File: config.mk
export PLATFORM = sky130hd
export DESIGN_NAME = arcade_control_io_registers_flat
export DESIGN_NICKNAME = d
export VERILOG_FILES = /design/src/hdl/aio_pkg.sv /design/src/hdl/aio_if.sv /design/src/hdl/arcade_control_io_registers.sv /design/src/flat_wrapper.sv
export SDC_FILE = /design/constraint.sdc
export NUM_CORES = 1
export LEC_CHECK = 0
export BUFFER_PORTS_ARGS = -buffer_cell sky130_fd_sc_hd__buf_2
export CAP_MARGIN = 20
export CORE_ASPECT_RATIO = 1.1
export CORE_MARGIN = 2
export CORE_UTILIZATION = 32
export DETAILED_ROUTE_END_ITERATION = 7
export GPL_ROUTABILITY_DRIVEN = 0
export PLACE_DENSITY = 0.55
export SYNTH_ARGS = -nofsm -noshare
export SYNTH_HDL_FRONTEND = slang
export SYNTH_SLANG_ARGS = --single-unit
File: constraint.sdc
create_clock -name clock -period 7.4 [get_ports clock]
set_input_delay 0 -clock clock [delete_from_list [all_inputs] [get_ports clock]]
set_output_delay 0 -clock clock [all_outputs]
set_load 0.02 [all_outputs]
File: src/hdl/aio_pkg.sv
// ----------------------------------------------------------------------------
// aio_pkg
// Types, register addresses and command codes shared by the control I/O
// register block, its channel interfaces and its checker.
// ----------------------------------------------------------------------------
package aio_pkg;

   typedef enum logic [1:0] {
      OP_READ   = 2'd0,
      OP_WRITE  = 2'd1,
      OP_SAMPLE = 2'd2,
      OP_NOP    = 2'd3
   } opcode_type;

   // sample slots
   localparam logic [3:0] SLOT_SYS0     = 4'd0;
   localparam logic [3:0] SLOT_SYS1     = 4'd1;
   localparam logic [3:0] SLOT_LEVER1   = 4'd2;
   localparam logic [3:0] SLOT_LEVER2   = 4'd3;
   localparam logic [3:0] SLOT_GUN_Y1   = 4'd4;
   localparam logic [3:0] SLOT_GUN_X1   = 4'd5;
   localparam logic [3:0] SLOT_GUN_Y2   = 4'd6;
   localparam logic [3:0] SLOT_GUN_X2   = 4'd7;
   localparam logic [3:0] SLOT_ACQUIRED = 4'd8;
   localparam logic [3:0] SLOT_STEER    = 4'd9;
   localparam logic [3:0] SLOT_ACCEL    = 4'd10;
   localparam logic [3:0] SLOT_BRAKE    = 4'd11;

   // register addresses
   localparam logic [5:0] ADDR_BANK      = 6'h00;
   localparam logic [5:0] ADDR_EEPROM    = 6'h04;
   localparam logic [5:0] ADDR_LEVER1    = 6'h08;
   localparam logic [5:0] ADDR_LEVER2    = 6'h0C;
   localparam logic [5:0] ADDR_ZERO_HIGH = 6'h07;
   localparam logic [5:0] ADDR_ZERO_ONE  = 6'h18;
   localparam logic [5:0] ADDR_MCU_CMD   = 6'h24;
   localparam logic [5:0] ADDR_GUN_ADDR  = 6'h28;
   localparam logic [5:0] ADDR_MCU_FLAG  = 6'h2C;
   localparam logic [5:0] ADDR_GUN_DATA  = 6'h30;
   localparam logic [5:0] ADDR_STEER     = 6'h3C;

   // mcu commands
   localparam logic [7:0] CMD_LATCH = 8'h00;
   localparam logic [7:0] CMD_COPY  = 8'h87;

   localparam logic [10:0] GUN_X2_OFFSET = 11'd400;
   localparam logic [7:0]  STEER_OFFSET  = 8'h80;

   localparam int REG_DEPTH   = 64;
   localparam int GUN_DEPTH   = 16;
   localparam int STEER_DEPTH = 8;

   typedef struct packed {
      opcode_type  opcode;
      logic [5:0]  address;
      logic [7:0]  write_data;
      logic [3:0]  sample_slot;
      logic [10:0] sample_value;
      logic        eeprom_data_in;
   } req_payload_type;

   typedef struct packed {
      logic [7:0] read_data;
      logic       eeprom_strobe;
      logic       eeprom_line_b6;
      logic       eeprom_line_b7;
      logic       eeprom_line_b5;
      logic       eeprom_line_b4;
   } rsp_payload_type;

   // value a register holds until it is first written
   function automatic logic [7:0] reg_reset_value(input logic [5:0] addr);
      logic [7:0] val;
      if (addr <= ADDR_ZERO_HIGH || addr == ADDR_ZERO_ONE) begin
         val = 8'h00;
      end else begin
         val = 8'hFF;
      end
      return val;
   endfunction

endpackage

File: src/hdl/aio_if.sv
// ----------------------------------------------------------------------------
// aio channel interfaces
// Valid/ready channels for requests into and responses out of the control
// I/O register block.
// ----------------------------------------------------------------------------
interface aio_req_if;
   logic                     valid;
   logic                     ready;
   aio_pkg::req_payload_type payload;

   modport source (output valid, output payload, input ready);
   modport sink   (input valid, input payload, output ready);
endinterface

interface aio_rsp_if;
   logic                     valid;
   logic                     ready;
   aio_pkg::rsp_payload_type payload;

   modport source (output valid, output payload, input ready);
   modport sink   (input valid, input payload, output ready);
endinterface

File: src/hdl/arcade_control_io_registers.sv
// ----------------------------------------------------------------------------
// arcade_control_io_registers
// Control I/O register file with bank, gun and steering inputs, an eeprom
// line strobe and mcu commands, built around a 64 x 8 synchronous memory.
// ----------------------------------------------------------------------------
// response: registered; a bus read that goes to the register memory is answered
//   from ST_RD after the registered memory read
// throughput: 1 request per cycle when not busy and the response is not stalled;
//   busy: ST_RD (memory read), ST_PTR (mcu 0x00), ST_CLR, ST_GUN (0x87, single write port)
// reset: synchronous; clears control state and the 64 written-flags at once,
//   unwritten registers read their reset value, no clearing pass
module arcade_control_io_registers (
   input logic        clock,
   input logic        reset,
   aio_req_if.sink    req_chan,
   aio_rsp_if.source  rsp_chan
);

   typedef enum logic [4:0] {
      ST_IDLE = 5'b00001,
      ST_RD   = 5'b00010,
      ST_PTR  = 5'b00100,
      ST_CLR  = 5'b01000,
      ST_GUN  = 5'b10000
   } state_type;

   state_type state_ff, state_in;

   logic [7:0] reg_mem [aio_pkg::REG_DEPTH];
   logic [aio_pkg::REG_DEPTH-1:0] written_ff, written_in;
   logic [7:0] rd_q_ff;
   logic [5:0] rd_addr, wr_addr;
   logic [7:0] wr_data;
   logic       wr_en;

   logic [5:0] addr_ff, addr_in;
   logic [7:0] bank_ff [2];
   logic [7:0] bank_in [2];
   logic       bank_sel_ff, bank_sel_in;
   logic [7:0] gun_ff [aio_pkg::GUN_DEPTH];
   logic [7:0] gun_in [aio_pkg::GUN_DEPTH];
   logic [3:0] gun_ptr_ff, gun_ptr_in;
   logic [7:0] steer_ff [aio_pkg::STEER_DEPTH];
   logic [7:0] steer_in [aio_pkg::STEER_DEPTH];
   logic [2:0] steer_cnt_ff, steer_cnt_in;

   logic                     rsp_valid_ff, rsp_valid_in;
   aio_pkg::rsp_payload_type rsp_data_ff, rsp_data_in;

   aio_pkg::req_payload_type req;
   logic        accept;
   logic [7:0]  merged_bank1;
   logic [10:0] gun_x2;
   logic [7:0]  gun_addr_reset;

   assign req            = req_chan.payload;
   assign req_chan.ready = (state_ff == ST_IDLE) && (!rsp_valid_ff || rsp_chan.ready);
   assign accept         = req_chan.valid && req_chan.ready;
   assign rsp_chan.valid   = rsp_valid_ff;
   assign rsp_chan.payload = rsp_data_ff;

   assign merged_bank1   = {bank_ff[1][7:6], req.eeprom_data_in, bank_ff[1][4:0]};
   assign gun_x2         = req.sample_value + aio_pkg::GUN_X2_OFFSET;
   assign gun_addr_reset = aio_pkg::reg_reset_value(aio_pkg::ADDR_GUN_ADDR);

   always_comb begin
      state_in     = state_ff;
      addr_in      = addr_ff;
      bank_in      = bank_ff;
      bank_sel_in  = bank_sel_ff;
      gun_in       = gun_ff;
      gun_ptr_in   = gun_ptr_ff;
      steer_in     = steer_ff;
      steer_cnt_in = steer_cnt_ff;
      rsp_valid_in = rsp_valid_ff && !rsp_chan.ready;
      rsp_data_in  = rsp_data_ff;
      wr_en        = 1'b0;
      wr_addr      = req.address;
      wr_data      = req.write_data;
      rd_addr      = req.address;

      case (state_ff)
         ST_IDLE: begin
            if (accept) begin
               rsp_valid_in = 1'b1;
               rsp_data_in  = '0;
               case (req.opcode)
                  aio_pkg::OP_READ: begin
                     if (req.address == aio_pkg::ADDR_EEPROM) begin
                        bank_in[1] = merged_bank1;
                        rsp_data_in.read_data = bank_sel_ff ? merged_bank1 : bank_ff[0];
                     end else if (req.address == aio_pkg::ADDR_STEER) begin
                        rsp_data_in.read_data = steer_ff[steer_cnt_ff];
                        steer_cnt_in = steer_cnt_ff + 3'd1;
                     end else begin
                        // response comes when the memory data is back
                        rsp_valid_in = 1'b0;
                        addr_in      = req.address;
                        state_in     = ST_RD;
                     end
                  end
                  aio_pkg::OP_WRITE: begin
                     wr_en = 1'b1;
                     if (req.address == aio_pkg::ADDR_BANK) begin
                        bank_sel_in = req.write_data[0];
                        if (req.write_data[0]) begin
                           rsp_data_in.eeprom_strobe  = 1'b1;
                           rsp_data_in.eeprom_line_b6 = req.write_data[6];
                           rsp_data_in.eeprom_line_b7 = req.write_data[7];
                           rsp_data_in.eeprom_line_b5 = req.write_data[5];
                           rsp_data_in.eeprom_line_b4 = req.write_data[4];
                        end
                     end else if (req.address == aio_pkg::ADDR_MCU_CMD) begin
                        if (req.write_data == aio_pkg::CMD_LATCH) begin
                           // gun address read runs beside the command write
                           rd_addr  = aio_pkg::ADDR_GUN_ADDR;
                           state_in = ST_PTR;
                        end else if (req.write_data == aio_pkg::CMD_COPY) begin
                           state_in = ST_CLR;
                        end
                     end
                  end
                  aio_pkg::OP_SAMPLE: begin
                     case (req.sample_slot)
                        aio_pkg::SLOT_SYS0: bank_in[0] = req.sample_value[7:0];
                        aio_pkg::SLOT_SYS1: bank_in[1] = req.sample_value[7:0];
                        aio_pkg::SLOT_LEVER1: begin
                           wr_en   = 1'b1;
                           wr_addr = aio_pkg::ADDR_LEVER1;
                           wr_data = req.sample_value[7:0];
                        end
                        aio_pkg::SLOT_LEVER2: begin
                           wr_en   = 1'b1;
                           wr_addr = aio_pkg::ADDR_LEVER2;
                           wr_data = req.sample_value[7:0];
                        end
                        aio_pkg::SLOT_GUN_Y1: begin
                           gun_in[0] = req.sample_value[7:0];
                           gun_in[1] = {5'd0, req.sample_value[10:8]};
                        end
                        aio_pkg::SLOT_GUN_X1: begin
                           gun_in[2] = req.sample_value[7:0];
                           gun_in[3] = {5'd0, req.sample_value[10:8]};
                        end
                        aio_pkg::SLOT_GUN_Y2: begin
                           gun_in[4] = req.sample_value[7:0];
                           gun_in[5] = {5'd0, req.sample_value[10:8]};
                        end
                        aio_pkg::SLOT_GUN_X2: begin
                           gun_in[6] = gun_x2[7:0];
                           gun_in[7] = {5'd0, gun_x2[10:8]};
                        end
                        aio_pkg::SLOT_ACQUIRED: gun_in[8] = {6'd0, req.sample_value[1:0]};
                        aio_pkg::SLOT_STEER:
                           steer_in[0] = req.sample_value[7:0] + aio_pkg::STEER_OFFSET;
                        aio_pkg::SLOT_ACCEL: steer_in[1] = req.sample_value[7:0];
                        aio_pkg::SLOT_BRAKE: steer_in[2] = req.sample_value[7:0];
                        default: ;
                     endcase
                  end
                  default: ;
               endcase
            end
         end
         ST_RD: begin
            rsp_valid_in = 1'b1;
            rsp_data_in  = '0;
            rsp_data_in.read_data = written_ff[addr_ff] ? rd_q_ff
                                                        : aio_pkg::reg_reset_value(addr_ff);
            state_in = ST_IDLE;
         end
         ST_PTR: begin
            gun_ptr_in = written_ff[aio_pkg::ADDR_GUN_ADDR] ? rd_q_ff[3:0]
                                                             : gun_addr_reset[3:0];
            state_in   = ST_IDLE;
         end
         ST_CLR: begin
            wr_en    = 1'b1;
            wr_addr  = aio_pkg::ADDR_MCU_FLAG;
            wr_data  = 8'h00;
            state_in = ST_GUN;
         end
         ST_GUN: begin
            wr_en    = 1'b1;
            wr_addr  = aio_pkg::ADDR_GUN_DATA;
            wr_data  = gun_ff[gun_ptr_ff];
            state_in = ST_IDLE;
         end
         default: begin
            state_in = ST_IDLE;
         end
      endcase
   end

   always_comb begin
      written_in = written_ff;
      if (wr_en) begin
         written_in[wr_addr] = 1'b1;
      end
   end

   always_ff @(posedge clock) begin
      if (reset) begin
         state_ff     <= ST_IDLE;
         written_ff   <= '0;
         bank_ff      <= '{default: 8'hFF};
         bank_sel_ff  <= 1'b0;
         gun_ff       <= '{default: 8'h00};
         gun_ptr_ff   <= '0;
         steer_ff     <= '{default: 8'h00};
         steer_cnt_ff <= '0;
         rsp_valid_ff <= 1'b0;
      end else begin
         state_ff     <= state_in;
         written_ff   <= written_in;
         bank_ff      <= bank_in;
         bank_sel_ff  <= bank_sel_in;
         gun_ff       <= gun_in;
         gun_ptr_ff   <= gun_ptr_in;
         steer_ff     <= steer_in;
         steer_cnt_ff <= steer_cnt_in;
         rsp_valid_ff <= rsp_valid_in;
      end
   end

   always_ff @(posedge clock) begin
      addr_ff     <= addr_in;
      rsp_data_ff <= rsp_data_in;
   end

   // register memory: one write port, one registered read port
   always_ff @(posedge clock) begin
      if (wr_en) begin
         reg_mem[wr_addr] <= wr_data;
      end
      rd_q_ff <= reg_mem[rd_addr];
   end

endmodule

File: src/flat_wrapper.sv
// flat-port wrapper written by rule: the top's interface ports become plain ports
module arcade_control_io_registers_flat 
  (clock, reset, req_chan_valid, req_chan_payload, req_chan_ready, rsp_chan_valid, rsp_chan_payload, rsp_chan_ready);
  aio_req_if req_chan_i ();
  aio_rsp_if rsp_chan_i ();
  input logic clock;
  input logic reset;
  input wire logic [$bits(req_chan_i.valid)-1:0] req_chan_valid;
  input wire logic [$bits(req_chan_i.payload)-1:0] req_chan_payload;
  output wire logic [$bits(req_chan_i.ready)-1:0] req_chan_ready;
  output wire logic [$bits(rsp_chan_i.valid)-1:0] rsp_chan_valid;
  output wire logic [$bits(rsp_chan_i.payload)-1:0] rsp_chan_payload;
  input wire logic [$bits(rsp_chan_i.ready)-1:0] rsp_chan_ready;
  assign req_chan_i.valid = req_chan_valid;
  assign req_chan_i.payload = req_chan_payload;
  assign req_chan_ready = req_chan_i.ready;
  assign rsp_chan_valid = rsp_chan_i.valid;
  assign rsp_chan_payload = rsp_chan_i.payload;
  assign rsp_chan_i.ready = rsp_chan_ready;
  arcade_control_io_registers u_core (.clock(clock), .reset(reset), .req_chan(req_chan_i), .rsp_chan(rsp_chan_i));
endmodule
# After elaboration in Yosys (flattened, before gate mapping)
# Memories as Yosys holds them, arrays and structs flattened. A register that Yosys moved wholly into a read port is not among the register bits.
# Index checks and enable logic that the tools add are counted.
# totals
register_bits,182
ramBits,512
word_cells,162
memories,1
# classes
add_sub_neg,3
magnitude_cmp,6
n_eq_ne,30
n_mux,59
bitwise_logic,6
reduce_logical,30
# mem_list
name,depth,width,rd,rd_clocked_by_memory_dff,write_ports,line,text
u_core.reg_mem,64,8,1,1,1,arcade_control_io_registers.sv:29,logic [7:0] reg_mem [aio_pkg::REG_DEPTH];
# ops
cell,n
2-to-1 mux 8 bit,14
bitwise OR 64 bit,1
2-to-1 mux 6 bit,9
2-to-1 mux 5 bit,10
AND reduction 4 bit,10
binary-select mux 8 bit (select 4 bit),1
case mux 13 bit (2 select lines),1
binary-select mux 8 bit (select 3 bit),1
case mux 8 bit (3 select lines),1
case mux 5 bit (2 select lines),2
case mux 6 bit (3 select lines),1
equality test 4 x 3 -> 1 bit (second input constant),4
equality test 4 bit (second input constant),4
case mux 8 bit (2 select lines),1
inequality test 3 bit (second input constant),5
AND reduction 5 bit,3
< comparator 6 x 7 -> 1 bit (second input constant),2
2-to-1 mux 13 bit,1
equality test 6 bit (second input constant),2
case mux 6 bit (2 select lines),1
adder 11 x 9 -> 11 bit (second input constant),1
2-to-1 mux 1 bit,10
adder 8 bit (second input constant),1
equality test 4 x 2 -> 1 bit (second input constant),2
other kinds (36),46

# Longest topological paths before layout
# Gate-level depths: netlist of run 1.
# logic_depth
word_depth,11
depth_mapped,10
ltp_nobuf,8

# Least setup slack after synthesis of run 1
# Ideal clock, no wire load.
# synth_path
kind,reg-to-reg
from,register u_core.gun_ptr_ff[1]
to,"memory u_core.reg_mem[0][2], data pin"
setup_time_ns,1.008
t_arrival_ns,5.409
setup_slack_ns,0.982
stages_incl_launch_ff,5
path_buffers,1
period_less_slack_ns,6.418
path_cell_list,dfxtp_1 -> buf_1 -> mux4_2 -> mux2i_1 -> o311ai_0
# synth_between
elab_chain_len,5
# synth_rtl
element,line,text
from (decl),arcade_control_io_registers.sv:42,"logic [3:0] gun_ptr_ff, gun_ptr_in;"
from (signal assigned),arcade_control_io_registers.sv:219,gun_ptr_ff <= gun_ptr_in;
NOT 4 -> 5 bit (implied by the code),arcade_control_io_registers.sv:186,wr_data = gun_ff[gun_ptr_ff];
binary-select mux 8 bit (select 4 bit),arcade_control_io_registers.sv:186,
2-to-1 mux 8 bit (implied by the code) (2 in series),arcade_control_io_registers.sv:186,
case mux 8 bit (3 select lines),arcade_control_io_registers.sv:82,case (state_ff)
named net u_core.wr_data[2],arcade_control_io_registers.sv:33,logic [7:0] wr_data;
to (decl),arcade_control_io_registers.sv:29,
# The timed path passes the listed nets, and every way through them passes these cells. The select of a mux whose other input is x is not followed.

# Worst setup path in the final report of run 1
# layout_path
from,register u_core.state_ff[4]
to,memory u_core.reg_mem[23][4] (enable)
# layout_between
elab_chain_len,7
word_cells_on_any_way,12
classes_between,eq/ne (3); mux (6); reduce/logical (3)
# layout_rtl
element,line,text
from (decl),arcade_control_io_registers.sv:27,"state_type state_ff, state_in;"
from (signal assigned),arcade_control_io_registers.sv:214,state_ff <= state_in;
equality test 5 x 1 -> 1 bit,"arcade_control_io_registers.sv:57, arcade_control_io_registers.sv:82",
logical AND 1 bit,arcade_control_io_registers.sv:57,assign req_chan.ready = (state_ff == ST_IDLE) && (!rsp_valid_ff || rsp_chan.ready);
logical AND 1 bit,arcade_control_io_registers.sv:58,assign accept = req_chan.valid && req_chan.ready;
2-to-1 mux 1 bit,arcade_control_io_registers.sv:84,if (accept) begin
case mux 1 bit (2 select lines),arcade_control_io_registers.sv:82,
2-to-1 mux 1 bit,arcade_control_io_registers.sv:233,if (wr_en) begin
2-to-1 mux 1 bit (implied by the code),arcade_control_io_registers.sv:234,reg_mem[wr_addr] <= wr_data;
# Parallel ways exist; a longest one is shown, timed or not.

==> results by group, run 1 <==
Layout
  – Diodes inserted: 0
  – Final net count: 2045
  – # fillers: 8365
  – Layout cells sized above 1: 18.25%
  – Util after Layout: 36.99%
  – Synth-to-Final Area Change: 14.92%
  – Register Area: 19370 sq um
  – Area of the multi-input gates: 8820 sq um
  – Post-route cell area: 33000 sq um

Setup path
  – CP startpoint kind: register
  – Critical Path Max Stage Delay: 0.83 ns
  – R2R depth: 5
  – Critical setup path kind: reg -> reg
  – CP max stage cell: nand3_1
  – Worst-path cell chain: nor4b_4 > nand4_2 > o311ai_1 > nand3_1 > nor2_1
  – CP Buf/Inv Count: 0
  – CP top delay family: simple AND/OR/NAND/NOR gates
  – Req. time, crit path: 7.64 ns
  – Crit path DAT: 4.18 ns
  – Max FO, Critical Path: 14
  – Levels on crit path: 5
  – CP endpoint kind: register

Detailed routing
  – # DRC: 0
  – Routed WL: 78.14 mm
  – Wire per inst: 24.19 um
  – Via density: 5.339
  – Initial drt markers: 1674
  – DRT Pass-1 Iters: 6
  – Via count: 17250
  – Antenna-violating nets left: 0

Clock tree
  – Longest Clk Path Bufs: 3
  – Clock slew at reported path FFs: 0.06 ns
  – Skew-Pair Late Insertion Delay: 0.62 ns
  – CTS tree: built
  – Setup Fix Bufs, Post-CTS: 0
  – H-tree depth: 3
  – Num CTS Buffers: 72
  – Root buffer cell: clkbuf_16
  – # clock sinks: 702

Floorplan
  – Core Footprint: 89210 sq um
  – Row Count: 115
  – Initial cell density of the core: 32.19%
  – Die ar.: 92160 sq um
  – Die Span Y: 318.2 um
  – Die X: 289.6 um
  – # IOs: 51

Yosys
  – Yosys warns: 0
  – Avg Cell Area, Syn: 14.82 sq um
  – Sequential share of the synthesized area: 67.45%
  – Post-synthesis cell type count: 75
  – Post-Synthesis Cells: 1938
  – Ys async rst share: 0%
  – FF+latch count, synth: 702
  – Mapped Nets: 1979
  – Ys flop type: edfxtp_1
  – EDFF count, synth: 531
  – Post-Syn Area: 28720 sq um

GRT
  – Largest net degree at the start of global routing: 91
  – First-pass GRT wire length: 115.0 mm
  – Initial antenna violation count: 0
  – Grt met3 use: 2.493%
  – Vias in the first global route: 17470
  – Met2 usage: 28.68%
  – Grt total ovfl: 0
  – Grt met1 use: 21.48%
  – Gr busiest metal: met2
  – Gr usage total: 16.79%

STA
  – Slew Viols, Final: 0
  – Tmin final: 3.939 ns
  – Hold slack: 0.03244 ns
  – Worst-Margin Slew: 1.239 ns
  – # setup viols final: 0
  – Crit share post-route: 53.23%
  – Final TNS setup: 0 ns
  – Final Skew: 0.02684 ns
  – RSZ-0062 raised after global routing: false
  – Fin. Hold Viols: 0
  – Maximum clock frequency: 253.9 MHz
  – Slew margin rel.: 16.84%

Placement
  – HPWL Detailed: 49.66 mm
  – Post-place instance area: 30210 sq um
  – I/O Buffers: 50

Pwr
  – Max IR drop VDD: 0.1326 mV
  – Leak pwr: 10.58 nW
  – Power density over cell area: 256.7 nW/um^2

Min path
  – Hold Path Depth: 1
  – Hold WC Path Type: in -> reg

Outcome
  – Status: completed

Job
  – Max cap viols: 0
==> logic make-up (layout without fill, tap and decap cells) <==
logic type	Yosys count	count (layout)	synth area share, %
AOI/OAI and AO/OA	344	344	7.599
adders and majority gates	5	5	0.2178
DFF	702	702	67.45
buffers and inverters	148	270	2.078
muxes	230	230	14.72
xor gates and xnor gates	7	7	0.2135
and+or+nand+nor	502	502	7.729
==> cell type report <==
cell class                      instances  area share, %
Clock inverter                         40          1.164
Clock buffer                           90          6.013
Timing Repair Buffer                  117          2.711
Multi-Input combinational cell       1088          26.73
Sequential cell                       702          58.69
Tap cell                             1170          4.436
Inverter                               23         0.2616
==> timing repair <==
| item | in CTS | in global routing |
|---|---|---|
| endpoints found under the hold margin | 144 | 0 |
| resized for setup | 0 | 0 |
| hold buffers | 36 | 0 |
==> per-stage QoR <==
stage | setup slack (ns) | total power (W) | instances
2_1_floorplan | 0.9823 | 0.004684 | 1938
3_3_place_gp | 3.657 | 0.004880 | 3061
3_5_place_dp | 3.475 | 0.004887 | 3061
4_1_cts | 3.439 | 0.008541 | 3227
5_1_grt | 3.203 | 0.008729 | 3230
6_report | 3.461 | 0.008470 | 3230
==> power by group <==
group | internal, W | switching [W] | total (W)
logic | 0.000158 | 0.000355 | 0.000513
registers | 0.00428 | 0.0000190 | 0.00430
clock network | 0.00212 | 0.00153 | 0.00365
==> metal layers <==
layer / part of all wire (%) / up-vias
met1: 41 / 8911
met3: 5.1 / 139
met2: 50 / 586
li1: - / 7610
met5: 0 / -
met4: 3.2 / 0
==> layout by cell type (no fill, tap or decap), types with 12 or more instances in the layout <==
cell type	instances
buf_4	30
and3_1	12
a22oi_1	12
edfxtp_1	531
o21ai_0	42
mux2i_1	69
nor3_1	14
nor2_1	258
inv_1	21
o31ai_1	18
dfxtp_1	171
a41oi_1	16
mux4_2	153
buf_2	48
a211o_1	19
dlygate4sd3_1	36
a21oi_1	151
nand3_1	19
a31oi_1	16
nand2_1	129
clkbuf_16	76
==> final timing paths <==
check / slack [ns] / to / startpoint
hold / removal: 0.03 / u_core.addr_ff[0] / req_chan_payload[24]
setup / recovery: 3.46 / u_core.reg_mem[23][4] / u_core.state_ff[4]
hold reg to reg: 0.45 / u_core.gun_ff[80] / u_core.gun_ff[80]
setup reg to reg: 3.46 / u_core.reg_mem[23][4] / u_core.state_ff[4]
==> synthesized netlist by cell type (all sizes together) (16+ instances only) <==
cell type / count / area share (%)
edfxtp: 531 / 56
nor2: 259 / 3.4
dfxtp: 171 / 12
mux4: 153 / 12
a21oi: 151 / 2.6
nand2: 131 / 1.7
clkbuf: 85 / 1.1
mux2i: 69 / 2.4
o21ai: 47 / 0.82
buf: 40 / 0.66
inv: 22 / 0.29
a211o: 19 / 0.58
nand3: 19 / 0.33
nor3: 19 / 0.40
o31ai: 18 / 0.47
a31oi: 16 / 0.35
a41oi: 16 / 0.49
==> sequential cells by signal, indices dropped and copies added (netlist names), 5 cells and up <==
signal	flops
u_core.reg_mem	512
u_core.written_ff	64
u_core.gun_ff	46
u_core.steer_ff	24
u_core.bank_ff	15
u_core.rsp_chan.payload	13
u_core.rd_q_ff	8
u_core.addr_ff	6
u_core.state_ff	5
No activity file was read; power rests on OpenSTA's default activity.
==> run 2: changes to the inputs <==
--- a/config.mk
+++ b/config.mk
@@ -12,7 +12,7 @@
 export CORE_UTILIZATION = 32
 export DETAILED_ROUTE_END_ITERATION = 7
 export GPL_ROUTABILITY_DRIVEN = 0
-export PLACE_DENSITY = 0.55
+export PLACE_DENSITY = 0.57
 export SYNTH_ARGS = -nofsm -noshare
 export SYNTH_HDL_FRONTEND = slang
 export SYNTH_SLANG_ARGS = --single-unit
==> constraint.sdc (replaced) <==
create_clock -name clock -period 3.3 [get_ports clock]
set_input_delay 0 -clock clock [delete_from_list [all_inputs] [get_ports clock]]
set_output_delay 0 -clock clock [all_outputs]
set_load 0.02 [all_outputs]
==> run 2 against run 1 <==
  * Die area is the same
  * Largest power group unchanged
  * Global-route usage shrank 0.45 points
  * Sequential power grew 120%
  * Largest cell class unchanged
  * Final area grew 2.9%
==> results by group, run 2 (same netlist as run 1, synthesis figures left out) <==
Outcome
  – Status: completed

Pwr
  – Combinational fraction of design power: 6.2%
  – Fraction of power spent switching nets: 22.15%
  – P_sw: 0.004248 W
  – Leak pwr: 11.19 nW
  – Int Power: 0.01493 W
  – Power density over cell area: 564.7 nW/um^2
  – Power Total: 0.01918 W
  – Seq pwr share: 50.2%
  – Share of total power in the clock network: 43.6%
  – Max IR drop VDD: 0.3239 mV

Detailed routing
  – DRT Pass-1 Iters: 7
  – # DRC: 0
  – Initial drt markers: 1700
  – Routed WL: 75.46 mm
  – Via density: 5.287
  – Wire per inst: 22.59 um
  – Antenna-violating nets left: 0
  – Via count: 17660

STA
  – # setup viols final: 0
  – Hold slack: 0.02950 ns
  – Slew Viols, Final: 0
  – Worst-Margin Slew: 0.8791 ns
  – Slew margin rel.: 40.85%
  – Crit share post-route: 96.40%
  – Maximum clock frequency: 314.3 MHz
  – Final Skew: 0.03722 ns
  – Tmin final: 3.181 ns
  – Fin. Hold Viols: 0
  – RSZ-0062 raised after global routing: false
  – Final WS setup: 0.1188 ns

Layout
  – Diodes inserted: 0
  – Most flop-heavy register: u_core.reg_mem
  – Synth-to-Final Area Change: 18.28%
  – Final net count: 2152
  – Most frequent cells in the layout: edfxtp_1, nor2_1, dfxtp_1
  – Biggest regs: u_core.reg_mem x512, u_core.written_ff x64, u_core.gun_ff x46
  – Most common cell after layout, fill and taps aside: edfxtp_1
  – Non-Filler Instances: 3340
  – Layout cells sized above 1: 22.03%
  – Largest register FFs: 512

Setup path
  – Req. time, crit path: 3.87 ns
  – Worst reg2reg setup slack: 0.12 ns
  – Critical setup path kind: reg -> reg
  – Crit path DAT: 3.75 ns
  – CP startpoint kind: register
  – Max FO, Critical Path: 9
  – CP endpoint kind: register
  – CP max stage cell: dlygate4sd3_1
  – Worst-path cell chain: nor4b_4 > and4_4 > buf_4 > nand2_1 > nor3_1 > buf_4 > nand2_1 > dlygate4sd3_1 > a21oi_1 > dlygate4sd3_1
  – CP Buf/Inv Count: 4
  – Levels on crit path: 10
  – R2R depth: 10
  – CP top delay family: buffers and inverters
  – Critical Path Max Stage Delay: 0.57 ns

Floorplan
  – Initial cell density of the core: 32.19%
  – Row Count: 115
  – Core Footprint: 89210 sq um
  – Die X: 289.6 um
  – Die ar.: 92160 sq um
  – # IOs: 51
  – Die Span Y: 318.2 um

GRT
  – First-pass GRT wire length: 114.2 mm
  – Vias in the first global route: 18110
  – Grt total ovfl: 0
  – Largest net degree at the start of global routing: 93
  – Gr usage total: 16.35%
  – Initial antenna violation count: 0

Min path
  – Hold WC Path Type: in -> reg
  – Hold Path Depth: 4

Placement
  – HPWL Detailed: 48.29 mm
  – Pre-CTS setup slack: 0.2648 ns
  – I/O Buffers: 50
  – Dpl cells: 3157

Job
  – Max cap viols: 0

Clock tree
  – CTS tree: built
  – Root buffer cell: clkbuf_16
  – Skew-Pair Late Insertion Delay: 0.63 ns
  – H-tree depth: 3
  – # clock sinks: 702
  – Longest Clk Path Bufs: 3
  – Clock slew at reported path FFs: 0.06 ns
  – Num CTS Buffers: 75
[run 2: what timing repair did]
item	CTS	global route
endpoints found under the hold margin	114	0
setup buffers	0	3
gates resized for setup	0	2
hold buffers	42	0
setup endpoints to repair	0	1
[run 2: worst paths after layout]
kind | endpoint | startpoint
max | u_core.gun_ff[80] | u_core.state_ff[4]
min | u_core.state_ff[1] | req_chan_payload[31]
max reg2reg | u_core.gun_ff[80] | u_core.state_ff[4]
min reg2reg | u_core.gun_ff[94] | u_core.gun_ff[94]
[run 2: routing by layer]
| layer | up-vias | part of all wire (%) | global-route usage (%) |
|---|---|---|---|
| li1 | 7831 | - | - |
| met1 | 9024 | 42 | 21.35 |
| met2 | 640 | 49 | 26.85 |
| met3 | 163 | 5.7 | 2.643 |
| met4 | 0 | 3.8 | 6.963 |
| met5 | - | 0 | 0 |
[run 2: power groups by stage]
stage	clock network, W	registers, W	logic (W)
2_1_floorplan	0	0.00985	0.000660
3_3_place_gp	0	0.00982	0.00114
3_5_place_dp	0	0.00982	0.00115
4_1_cts	0.00853	0.00963	0.00119
5_1_grt	0.00886	0.00963	0.00128
6_report	0.00835	0.00963	0.00119
[run 2: tightest hold or removal path: stages]
cell and delay, ns:
buf_2 0.13, inv_1 0.08, ha_1 0.30, nor3_1 0.10
[run 2: final cells by class]
type                            count  area (sq um)
Fill cell                        8323         55240
Timing Repair Buffer              221          1763
Clock inverter                     37         367.9
Tap cell                         1170          1464
Sequential cell                   702         19370
Multi-Input combinational cell   1088          8835
Inverter                           23         86.33
Clock buffer                       99          2081
[run 2: stage by stage]
stage	util, %	setup TNS [ns]	area (sq um)
after floorplan	-	-64.23	28770
after global placement	34.81	0	31050
after detailed placement	34.82	0	31060
after CTS	38.03	0	33930
after global routing	38.08	0	33970
final	38.08	0	33970
